==> src/hdl/hll_pkg.sv <==
`timescale 1ns / 1ps
// Shared types, constants and helper functions for the HyperLogLog sketch store.
// Depends on nothing; every other file imports it.
package hll_pkg;

	localparam int PREC_MAX      = 14;
	localparam int MIN_PREC      = 4;
	localparam int STORE_DEPTH   = 1 << PREC_MAX;
	localparam int FULL_BITS     = 64;
	localparam int RANK_BASE     = 65;
	localparam int ADDR_W        = PREC_MAX;
	localparam int RANK_W        = 6;
	localparam int PREC_W        = $clog2(PREC_MAX + 1);
	localparam int CNT_W         = 64;

	typedef logic [ADDR_W-1:0] addr_t;
	typedef logic [RANK_W-1:0] rank_t;
	typedef logic [PREC_W-1:0] prec_t;
	typedef logic [CNT_W-1:0]  cnt_t;

	// Operation codes; codes five to seven are unused and give an OK result with no other effect.
	typedef enum logic [2:0] {
		OP_VALUE = 3'd0,
		OP_NULL  = 3'd1,
		OP_MERGE = 3'd2,
		OP_READ  = 3'd3,
		OP_CLEAR = 3'd4
	} opcode_t;

	typedef enum logic [1:0] {
		STAT_OK       = 2'd0,
		STAT_OVERFLOW = 2'd1,
		STAT_RANGE    = 2'd2
	} status_t;

	typedef enum logic [1:0] {
		SK_CLEAR,
		SK_IDLE,
		SK_EXEC
	} state_t;

	// Control for the rank unit: load captures a digest at the transfer.
	typedef struct packed {
		logic  load;
		prec_t prec;
	} rank_ctl_t;

	// One read port and one write port on the rank store.
	typedef struct packed {
		logic  rd_en;
		addr_t rd_addr;
		logic  wr_en;
		addr_t wr_addr;
		rank_t wr_data;
	} mem_req_t;

	// Precision register saturated into the supported range.
	function automatic prec_t eff_prec(input prec_t raw);
		prec_t p;
		p = raw;
		if (p < prec_t'(MIN_PREC))
			p = prec_t'(MIN_PREC);
		if (p > prec_t'(PREC_MAX))
			p = prec_t'(PREC_MAX);
		return p;
	endfunction

	// Largest rank a register may hold at precision p.
	function automatic rank_t rank_cap(input prec_t p);
		return rank_t'(RANK_BASE - int'(p));
	endfunction

endpackage

==> src/hdl/hll_rank.sv <==
`timescale 1ns / 1ps
// Rank unit: leading-zero count of the digest bits below the index, plus one, capped.
// Two steps: per-byte counts registered at the transfer, then a byte priority pick.
// Depends on hll_pkg.
module hll_rank import hll_pkg::*; (
	input  logic      clk,
	input  rank_ctl_t ctl,
	input  cnt_t      digest,
	output rank_t     rank
);

	localparam int GROUPS = FULL_BITS / 8;

	logic [GROUPS-1:0] nz_d;
	logic [2:0]        lz_d [GROUPS];
	logic [GROUPS-1:0] nz_s1;
	logic [2:0]        lz_s1 [GROUPS];
	prec_t             prec_s1;
	cnt_t              rest;
	logic [6:0]        lz_all;
	logic [6:0]        rank_full;
	logic [6:0]        cap;

	// Leading zeros of a nonzero byte.
	function automatic logic [2:0] lzc8(input logic [7:0] b);
		logic [2:0] n;
		n = 3'd7;
		for (int i = 0; i < 8; i++) begin
			if (b[i])
				n = 3'(7 - i);
		end
		return n;
	endfunction

	// First step: drop the index bits and count zeros within each byte.
	always_comb begin
		rest = digest << ctl.prec;
		for (int g = 0; g < GROUPS; g++) begin
			nz_d[g] = |rest[FULL_BITS-1-8*g -: 8];
			lz_d[g] = lzc8(rest[FULL_BITS-1-8*g -: 8]);
		end
	end

	always_ff @(posedge clk) begin
		if (ctl.load) begin
			nz_s1   <= nz_d;
			lz_s1   <= lz_d;
			prec_s1 <= ctl.prec;
		end
	end

	// Second step: the most significant nonzero byte decides; all zero counts 64.
	always_comb begin
		lz_all = 7'(FULL_BITS);
		for (int g = GROUPS - 1; g >= 0; g--) begin
			if (nz_s1[g])
				lz_all = 7'(8 * g) + 7'(lz_s1[g]);
		end
		rank_full = lz_all + 7'd1;
		cap       = {1'b0, rank_cap(prec_s1)};
		rank      = (rank_full > cap) ? cap[RANK_W-1:0] : rank_full[RANK_W-1:0];
	end

endmodule

==> config.mk <==
export PLATFORM = sky130hd
export DESIGN_NAME = hll_rank
export DESIGN_NICKNAME = d
export VERILOG_FILES = /design/src/hdl/hll_pkg.sv /design/src/hdl/hll_rank.sv
export SDC_FILE = /design/constraint.sdc
export NUM_CORES = 1
export LEC_CHECK = 0
export BUFFER_PORTS_ARGS = -buffer_cell sky130_fd_sc_hd__buf_2
export CAP_MARGIN = 10
export CORE_ASPECT_RATIO = 1.75
export CORE_UTILIZATION = 28
export DETAILED_ROUTE_END_ITERATION = 12
export PLACE_DENSITY = 0.51
export SLEW_MARGIN = 0
export SYNTH_ARGS = -nofsm -noshare
export SYNTH_HDL_FRONTEND = slang
export SYNTH_SLANG_ARGS = --single-unit
==> constraint.sdc <==
create_clock -name clk -period 8.75 [get_ports clk]
set_input_delay 1.3125 -clock clk [delete_from_list [all_inputs] [get_ports clk]]
set_output_delay 1.3125 -clock clk [all_outputs]
set_load 0.02 [all_outputs]
==> results of run 1 <==
==> registers in the layout, indices dropped and copies added, names as in the netlist <==
signal	flops
nz_s1	8
lz_s1	24
prec_s1	4
==> routing by layer <==
metal | share of wire [%] | wire length, µm | GRT usage [%]
met1 | 39 | 7890 | 19.5
met2 | 55 | 11200 | 33.8
met3 | 2.3 | 460 | 0.906
met4 | 3.7 | 746 | 7.55
met5 | 0 | 0 | 0
==> per-stage QoR <==
| step | setup WS [ns] | std cells | hold WS (ns) | power [mW] |
|---|---|---|---|---|
| floorplan | 3.90 | 675 | 1.41 | 0.513 |
| global placement | 3.46 | 1001 | 1.86 | 0.623 |
| detailed placement | 3.40 | 1001 | 1.87 | 0.623 |
| CTS | 3.10 | 1009 | 1.62 | 0.789 |
| global route | 2.83 | 1009 | 1.64 | 0.833 |
| finish | 3.14 | 1009 | 1.61 | 0.786 |
==> area by class of cell <==
| class | instances | share of cell area (%) |
|---|---|---|
| clock buffers | 5 | 1.80 |
| multi-input cells | 566 | 69.8 |
| flip-flops and latches | 36 | 15.5 |
| well taps | 296 | 5.32 |
| repair buffers | 81 | 6.15 |
| inverters | 22 | 1.21 |
| clock inverters | 3 | 0.198 |
==> logic make-up after synthesis <==
kind of cell	after synthesis
simple gates	217
compound gates	200
mux	138
buf+inv	73
flops	36
fa+ha+maj	8
xor+xnor	3
==> worst max-delay path: cells and delay by family, from the launching register on <==
family | cells | cell delay [ns]
simple gates | 6 | 1.64
compound gates | 5 | 1.09
flops | 1 | 0.50
mux | 1 | 0.37
fa+ha+maj | 1 | 0.24
buf+inv | 1 | 0.16
==> power by group through the flow <==
| stage | registers, mW | logic (mW) | clock network [mW] |
|---|---|---|---|
| 3_5_place_dp | 0.228 | 0.395 | 0 |
| 4_1_cts | 0.224 | 0.397 | 0.167 |
| 2_1_floorplan | 0.222 | 0.291 | 0 |
| 6_report | 0.224 | 0.398 | 0.164 |
| 3_3_place_gp | 0.228 | 0.396 | 0 |
| 5_1_grt | 0.227 | 0.433 | 0.173 |
==> synthesized netlist by cell type (all sizes together), types with 15 or more instances <==
cell and number:
mux2 43, nor2b 17, a31oi 16, buf 42, nand2 61, mux2i 38, nand2b 24, a21oi 39
inv 21, o21ai 25, nor2 47, nand3 17, mux4 57, a211oi 15, edfxtp 36
==> final timing paths <==
check	cells after the start	startpoint	slack, ns	endpoint
worst min-delay path	1	ctl[3]	1.61	prec_s1[3]
worst max-delay path	14	nz_s1[4]	3.14	rank[1]
==> layout by cell type (no fill, tap or decap), types with 20 or more instances in the layout <==
cell,Yosys,layout
nor2_1,47,47
inv_1,20,20
a21oi_1,39,39
mux2_2,43,43
mux2i_1,36,36
nand2_1,60,60
o21ai_0,25,25
edfxtp_1,36,36
nand2b_1,24,24
buf_2,16,72
mux4_2,53,53
==> results list, run 1 <==
- Combinational logic is responsible for 50.6% of the overall power.
* Area occupied by registers: 0.00108 mm²
- The area growth from synthesis to layout is 9.73%.
- Largest buffer count on any clock path: 2
- Post-synthesis sequential area ratio: 17.1%
- The synthesized design contains 36 register bits.
- The most used flip-flop cell after synthesis is edfxtp_1.
- 0 antenna diodes ended up in the layout.
- VDD sags by at most 0.0613 mV.
- Total non-filler cell area in the finished layout: 0.00696 mm²
- Die Outline Area: 0.0233 mm²
- The largest single stage delay on the critical path is 0.56 ns.
- Mapped Avg Cell Area: 9.39 µm²
* Synth area leader: mux4_2
- Portion of netlist area occupied by mux cells: 34.4%
* Number of nets produced by synthesis: 753
- Number of distinct library cells after synthesis: 76
* Width of the die: 116 µm
* Remaining global-route overflow: 0
- The number of max-slew violations in the final report is 0.
- Floorplan die height: 201 µm
* Number of DRC markers after the initial detailed-route iteration: 266
- In this run the cell area of the synthesized design comes to 0.00634 mm².
* Global routing usage summed across all routing layers: 17.6%
- Net switching share of the total power: 37.9%
- Detailed routing inserted a total of 5,838 vias.
- Mapped Cells: 675
- Critical path launch point type: flop
* Post-detailed-route via-to-cell ratio: 5.79
- Number of buffers inserted by port buffering: 75
- The critical path in this run is classified as flop to output pin.
* Initial antenna violation count: 0
- At the pin with the least slew margin, the transition time is 0.851 ns.
* Clock transition at the register clock pins on the worst setup and hold paths after CTS: 0.05 ns
- The tool flagged a number of max-cap violations equal to 0.
* TritonCTS clock tree: yes
- Count of instances resized after the clock tree is built: 0
- Placeable core area: 0.0222 mm²
* Total number of yosys warnings: 0
- The number of hold buffers added after CTS was 0.
* Filler instances: 2,439
- Clock tree synthesis found a total of 36 sinks.
- Count of final setup violators: 0
- The number of clock buffers added by TritonCTS is 5.
- CTS placed an instance of clkbuf_16 at the clock tree root.
* First-pass GRT wire length: 32,100 µm
* Vias in the first global route: 5,857
- For the worst setup path, the data required time is 7.44 ns.
- The worst setup path is captured at an output pin.
* Share of the synthesized area in compound gates (AO/OA/AOI/OAI): 22.8%
* Class of the most critical hold timing path: input port to flop
- Mean routed wirelength per cell: 20.1 µm
- Total Routed Length: 20,300 µm
* Share of the clock period used by the worst path after layout: 64.1%
* Final GP Congestion: 0.822
* Clock network power share: 20.9%
- The multi-input combinational cells in the finished layout cover a total of 0.00485 mm².
- Setup Buffers After CTS: 0
* Adder and majority cell fraction of the synthesized area: 1.58%
* Effective utilization at floorplan: 28.6%
- Largest net degree at the start of global routing: 62
- The worst pin sits at a relative slew slack of 41.8%.
- Count of flip-flops with a built-in enable after synthesis: 36
- Summing the areas of all and, or, nand and nor instances in the mapped netlist gives 17.4% of the synthesized area.
* PD cells: 113 mW/mm²
* CP arrival: 4.29 ns
- Minimum clock period: 5.61 ns
- In the final layout, the share of cells above drive strength 1 is 28.8%.
- Cell-internal power: 488 µW
- By area, the combinational part of the netlist is dominated by multiplexers.
* Achievable frequency: 178 MHz
* Top cells by area in the synthesized netlist: mux4_2 (19%), edfxtp_1 (17%), mux2_2 (7.6%), mux2i_1 (5.7%), nand2_1 (3.6%)
- Most used cell along the critical path: a211oi_1
* Maximum level of the CTS H-tree: 2
* Total net switching power: 298 µW
- The pre-antenna-repair detailed-routing pass consisted of 5 iterations.
- Row count: 72
- The flow ran to the end, and the final reports show no timing, DRC or antenna violations.
- In this run the static leakage power is 2.58 nW.
* Top cell type's share of synthesized area: 18.8%
- Slowest stage cell, crit path: or4_1
- The detail route stage leaves a number of antenna-violating nets equal to 0.
- Dpl cell area: 0.00682 mm²
- Cells traversed along the worst timing path: nor2b_1 -> a211oi_1 -> o211a_1 -> or3b_1 -> or4_1 -> nand2_1 -> ha_1 -> nand3_1 -> a21oi_1 -> a211oi_1 -> a2bb2oi_1 -> and2_1 -> mux2_2 -> buf_2
* Unrepaired setup endpoints after global routing: no
- Drt drc: 0
- DP HPWL: 16,200 µm
- Sequential cells burn 28.5% of the power.
- Boundary Pins: 76
* Final setup TNS: 0 ns
- Worst-path maximum fanout: 10
- The synthesized netlist devotes 0.415% of its cell area to XOR and XNOR gates.
* Count of endpoints failing hold in the final timing report: 0
- Final net count: 790
* Share of the core filled with cells in the final layout: 31.4%
- Async set-or-reset flop fraction in the synthesized netlist: 0%
Note: power is estimated with default switching activity, not from simulation.
==> run 2, diff against run 1 <==
==> constraint.sdc (replaced) <==
create_clock -name clk -period 5.45 [get_ports clk]
set_input_delay 0.8175 -clock clk [delete_from_list [all_inputs] [get_ports clk]]
set_output_delay 0.8175 -clock clk [all_outputs]
set_load 0.02 [all_outputs]
==> run 2 against run 1 <==
Effect of this change: setup slack got worse by 2.9 ns; clock power grew 58%; sequential share of layout area decreased by 0.070 points; die area unchanged; non-clock buffer count is 3 higher; total power up 60%; global-route usage hardly changed; wire length is 0.16% lower; worst hold slack got worse by 0.56 ns; clock-buffer cell count is 1 higher; cell area up 0.45%; final cell count up 0.20%; largest power group unchanged.
==> results list, run 2 (synthesized netlist as in run 1, its figures left out) <==
- Outcome: finished, final reports clean
- Along the worst path, the maximum fanout reaches 10.
- For this block, the initial DRC count from the detailed router was 410.
- The number of max-slew violations in the final report is 0.
* Number of maximum-capacitance constraint violations: 0
- Max-slew headroom: 43.1%
- TritonCTS built the clock tree.
- The first TritonRoute pass finished after 5 iterations.
* Placeable core area: 0.0222 mm²
- Counting tap cells, the placed design contains a total of 1,004 instances.
* Count of endpoints failing hold in the final timing report: 0
- Row count: 72
- Achievable frequency: 194 MHz
- Commonest non-fill, non-tap cells in the layout: buf_2 (72), nand2_1 (60), mux4_2 (53)
- The worst setup path is launched from a flop.
- Summed over all layers, the global routing overflow is 0.
* Number of diodes: 0
- At the pin with the least slew margin, the transition time is 0.832 ns.
* Largest buffer count on any clock path: 2
- Top register by number of flip-flops: lz_s1
- The cell sitting at the root of the clock tree is a clkbuf_16.
- In the routed design, unresolved DRC markers number 0.
- In this run the worst hold path is classified as input port to flop.
- Largest net degree at the start of global routing: 64
* PD cells: 180 mW/mm²
- Detailed placement ended at an HPWL of 16,100 µm.
- Clock transition at the register clock pins on the worst setup and hold paths after CTS: 0.05 ns
- The critical path is of the flop to output pin type.
* Clock buffers created by TritonCTS: 5
- The critical path starts at nz_s1[4].
- Unrepaired setup endpoints after global routing: no
- The H-tree was split into 2 levels.
* Critical path required time: 4.63 ns
- Across all layers, the routed design uses 5,831 vias.
- Floorplan die height: 201 µm
- Post-Layout Cell Count: 1,011
- Vias in the first global route: 5,843
* CTS hold repair buffers: 0
* Ratio of cells with drive above 1 in the final layout: 29.1%
* Biggest regs: lz_s1 (24), nz_s1 (8), prec_s1 (4)
- Hold is met by 1.05 ns.
- Boundary Pins: 76
- VDD sags by at most 0.158 mV.
- Power, Total: 1.26 mW
- Width of the die: 116 µm
* First-pass GRT wire length: 31,900 µm
* Total Routed Length: 20,200 µm
* Worst Hold Launch: ctl[2]
- At the worst endpoint, the arrival time is 4.34 ns.
- Setup total negative slack on the finished layout was measured at 0 ns.
- Flip-flop count of the largest register, all copies and words added: 24
- Effective utilization at floorplan: 28.6%
- Count of clock tree sinks: 36
- The worst path needs 5.16 ns of the cycle, external delays included.
- The worst setup path is captured at an output pin.
- The count of buffers added on input and output ports is 75.
* Mean routed wirelength per cell: 20.0 µm
- Setup violations remaining at the end of the flow were counted as 0.
- Compared with the post-synthesis result, the final layout area differs by 10.2%.
* Initial antenna violation count: 0
- Post-detailed-route via-to-cell ratio: 5.77
- Global routing usage summed across all routing layers: 17.6%
- The floorplan step defined a die boundary enclosing 0.0233 mm².
- At the end of routability-driven placement, the weighted congestion stood at 0.833.
- Final net count: 793
- Standby leakage power: 2.59 nW
- Leaving out fill and tap cells, the most frequent cell in the layout is buf_2.
- Of the available clock period, the critical path in the final layout requires 94.7%.
- In this run the remaining antenna-violating nets after routing total 0.
[run 2: changes by cell type in the layout (fill, tap and decap cells not counted), sizes merged]
| cell | before | now |
|---|---|---|
| clkbuf | 5 | 6 |
| buf | 81 | 84 |
| clkinv | 4 | 2 |
[run 2: report_power, final]
group	switching [mW]	internal [mW]
clock	0.0937	0.166
sequential	0.0155	0.344
combinational	0.364	0.277
total	0.473	0.786
[run 2: area by class of cell]
cell class | instances | area, µm²
fillers | 2379 | 15200
multi-input cells | 566 | 4850
flip-flops and latches | 36 | 1080
repair buffers | 84 | 463
well taps | 296 | 370
clock buffers | 6 | 129
inverters | 22 | 83.8
clock inverters | 1 | 5.00
[run 2: final timing paths]
| kind | end | slack [ns] | depth (start not counted) |
|---|---|---|---|
| max | rank[2] | 0.29 | 14 |
| min | prec_s1[2] | 1.05 | 1 |
[run 2: what timing repair did]
item                                    CTS  global route
resized for setup                         0             1
endpoints found under the setup margin    0             3
setup buffers                             0             0
[run 2: metal layers]
layer / wire length (µm) / global-route usage [%]
met1: 7970 / 20.6
met2: 10800 / 31.7
met3: 510 / 0.936
met4: 911 / 9.25
met5: 0 / 0
[run 2: critical path, stage by stage, from the launching register on]
cell and delay (ns):
edfxtp_1 0.50, nor2b_1 0.18, a211oi_1 0.33, o211a_1 0.28
or3b_1 0.40, or4_1 0.56, nand2_1 0.10, ha_1 0.24
nand3_1 0.09, a21oi_1 0.05, a211oi_1 0.26, a2bb2oi_1 0.28
and2_2 0.28, mux2_2 0.35, buf_2 0.16
[run 2: through the flow]
step | instance area [µm²] | util (%) | worst slack, ns
after floorplan | 6340 | - | 1.09
after global placement | 6850 | 30.9 | 0.586
after detailed placement | 6850 | 30.9 | 0.502
after CTS | 6990 | 31.5 | 0.183
after global routing | 6990 | 31.5 | 0.0663
final | 6990 | 31.5 | 0.289
==> run 3, diff against run 2 <==
--- a/config.mk
+++ b/config.mk
@@ -7,10 +7,10 @@
 export LEC_CHECK = 0
 export BUFFER_PORTS_ARGS = -buffer_cell sky130_fd_sc_hd__buf_2
 export CAP_MARGIN = 10
-export CORE_ASPECT_RATIO = 1.75
 export CORE_UTILIZATION = 28
 export DETAILED_ROUTE_END_ITERATION = 12
 export PLACE_DENSITY = 0.51
+export RECOVER_POWER = 100
 export SLEW_MARGIN = 0
 export SYNTH_ARGS = -nofsm -noshare
 export SYNTH_HDL_FRONTEND = slang
==> run 3 against run 2 <==
Effect of this change: worst hold slack improved by 0.055 ns; largest cell class unchanged; final cell count fell by 1.4%; critical path depth did not move; non-clock buffer count rose by 1; sequential share of layout area rose by 0.081 points; fmax barely moved; the flow now finishes with violations (DRC, capacitance limit, slew limit).
==> results list, run 3 (synthesized netlist as in run 1, its figures left out) <==
* Outcome: finished, violations left
- Violated checks: DRC, capacitance limit, slew limit
- In the routed layout, each cell is associated on average with a via count of 5.93.
- Standby leakage power: 2.58 nW
* Net switching share of the total power: 37.6%
* TritonCTS clock tree: yes
* Top register by number of flip-flops: lz_s1
- The via count of the first global-routing pass is 5,451.
- Number of buffers inserted by port buffering: 75
- For this run, the total global-route usage over all layers was measured as 16.4%.
* Count of clock tree sinks: 36
- Data arrives at the worst endpoint at 4.35 ns.
- Floorplan die height: 152 µm
* Largest vdd supply drop: 0.0951 mV
- Count of final setup violators: 0
* Share of the core filled with cells in the final layout: 31.6%
* Commonest non-fill, non-tap cells in the layout: buf_2 (65), nand2_1 (60), mux4_2 (53)
- After the last flow step, the layout net total stands at 794.
* Worst setup EP type: output pin
- Share of power burned in combinational logic: 50.6%
* Critical path required time: 4.63 ns
- Largest buffer count on any clock path: 2
* Number of diodes: 0
- The largest registers in the layout are lz_s1 (24), nz_s1 (8), prec_s1 (4).
* Sequential group share of total power: 28.5%
- The tightest min-delay check is of the input port to flop type.
- The count of nets left with antenna violations once routing finished came out at 0.
* First-pass GRT wire length: 30,800 µm
* Total Routed Length: 19,200 µm
* Final setup TNS: 0 ns
- Number of cells on the worst hold path: 1
- PD cells: 181 mW/mm²
- Summed over all layers, the global routing overflow is 0.
- On the final layout, the worst hold slack is 1.10 ns.
- Most common cell after layout, fill and taps aside: buf_2
- Count of instances resized after the clock tree is built: 0
- Setup Buffers After CTS: 0
- Width of the die: 152 µm
- Along the worst path, the maximum fanout reaches 10.
- Number of maximum-capacitance constraint violations: 2
* Die Outline Area: 0.0232 mm²
- Initial antenna violation count: 0
- Entering global routing, the biggest net connects 70 pins.
* Worst Hold Launch: ctl[1]
- Clock-pin slew was measured on the worst setup and hold paths at 0.05 ns.
- The internal portion of the total power is 787 µW.
- For this configuration, the core starts out at a cell density of 28.8%.
- Worst hold endpoint: prec_s1[1]
- Clock network power share: 20.9%
* Critical path launch point type: flop
- During I/O placement, the number of pins put on the boundary was 76.
- Maximum level of the CTS H-tree: 2
* Share of the clock period used by the worst path after layout: 94.8%
- The detailed router finished its first iteration with 494 violations.
- Achievable frequency: 194 MHz
- Flip-flop count of the largest register, all copies and words added: 24
- Minimum clock period: 5.17 ns
- In the final routed layout, each cell accounts on average for 19.2 µm.
* Unrepaired setup endpoints after global routing: no
- Number of detailed-route iterations in the first pass: 11
- Ratio of cells with drive above 1 in the final layout: 28.2%
* Drt drc: 1
* Placeable core area: 0.0220 mm²
- Row count: 54
- Critical path class: flop to output pin
* Slew of the pin with the lowest slew margin: 1.83 ns
- In this run the tightest slew margin relative to its limit is -22.0%.
- Timing analysis after detailed placement gives a worst setup slack of 0.609 ns.
- Total net switching power: 474 µW
- Clock buffers created by TritonCTS: 5
- Max-slew violations: 68
* Final GP Congestion: 0.864
* CTS hold repair buffers: 0
- The area growth from synthesis to layout is 9.65%.
- Filler instances: 2,352
- Clock root buffer master: clkbuf_16
* Count of endpoints failing hold in the final timing report: 0
- Setup slack on the critical path of the routed design comes to 0.284 ns.
- DP HPWL: 15,100 µm
* Vias after detailed routing: 5,916
## run 3: changes by cell type in the layout (fill, tap and decap cells not counted)
cell / change
a21boi_1: -1
and2_2: -1
a211oi_2: -1
a21boi_0: +1
clkinv_1: +1
buf_12: -1
clkinv_2: -1
a211oi_1: +1
buf_2: -7
and2_1: +1
clkbuf_2: +4
clkbuf_1: +5
buf_4: +1
## run 3: per-stage QoR
step	cell area, µm²	total power, mW	cells
3_3_place_gp	6830	1.00	989
2_1_floorplan	6340	0.824	675
3_5_place_dp	6830	0.997	989
4_1_cts	6960	1.26	997
6_report	6950	1.26	997
5_1_grt	6950	1.34	997
## run 3: routing by layer
metal | track usage [%] | vias up | part of all wire, % | wire length [µm]
met5 | 0 | - | 0 | 0
met4 | 4.28 | 0 | 1.8 | 351
met3 | 1.22 | 18 | 5.5 | 1050
met2 | 23.2 | 220 | 41 | 7830
met1 | 26.2 | 2905 | 52 | 9930
li1 | - | 2773 | - | -
## run 3: critical path, stage by stage, from the launching register on
cell and delay [ns]:
edfxtp_1 0.51, nor2b_1 0.19, a211oi_1 0.26, o211a_1 0.27
or3b_1 0.41, or4_1 0.56, nand2_1 0.09, ha_1 0.24
nand3_1 0.09, a21oi_1 0.05, a211oi_1 0.24, a2bb2oi_1 0.30
and2_1 0.33, mux2_2 0.37, clkbuf_2 0.15
## run 3: worst max-delay path by stage
| stage | start | end | slack (ns) |
|---|---|---|---|
| global placement | nz_s1[4] | rank[4] | 0.71 |
| finish | nz_s1[4] | rank[1] | 0.28 |
| CTS | nz_s1[4] | rank[1] | 0.28 |
| floorplan | nz_s1[4] | rank[0] | 1.09 |
| global route | nz_s1[4] | rank[4] | 0.07 |
| detailed placement | nz_s1[4] | rank[1] | 0.61 |
## run 3: area by class of cell
class,count,area (µm²),area share [%]
multi-input combinational,566,4850,69.8
tap,280,350,5.04
sequential,36,1080,15.6
inverter,22,83.8,1.21
clock buffer,7,133,1.91
clock inverter,1,3.75,0.0540
timing repair buffer,85,450,6.48
## run 3: power by group through the flow
stage	Sequential, mW	Clock [mW]	Combinational (mW)
after global placement	0.366	0	0.633
after CTS	0.360	0.270	0.635
after global routing	0.363	0.279	0.701
after detailed placement	0.365	0	0.631
after floorplan	0.357	0	0.467
final	0.359	0.263	0.639
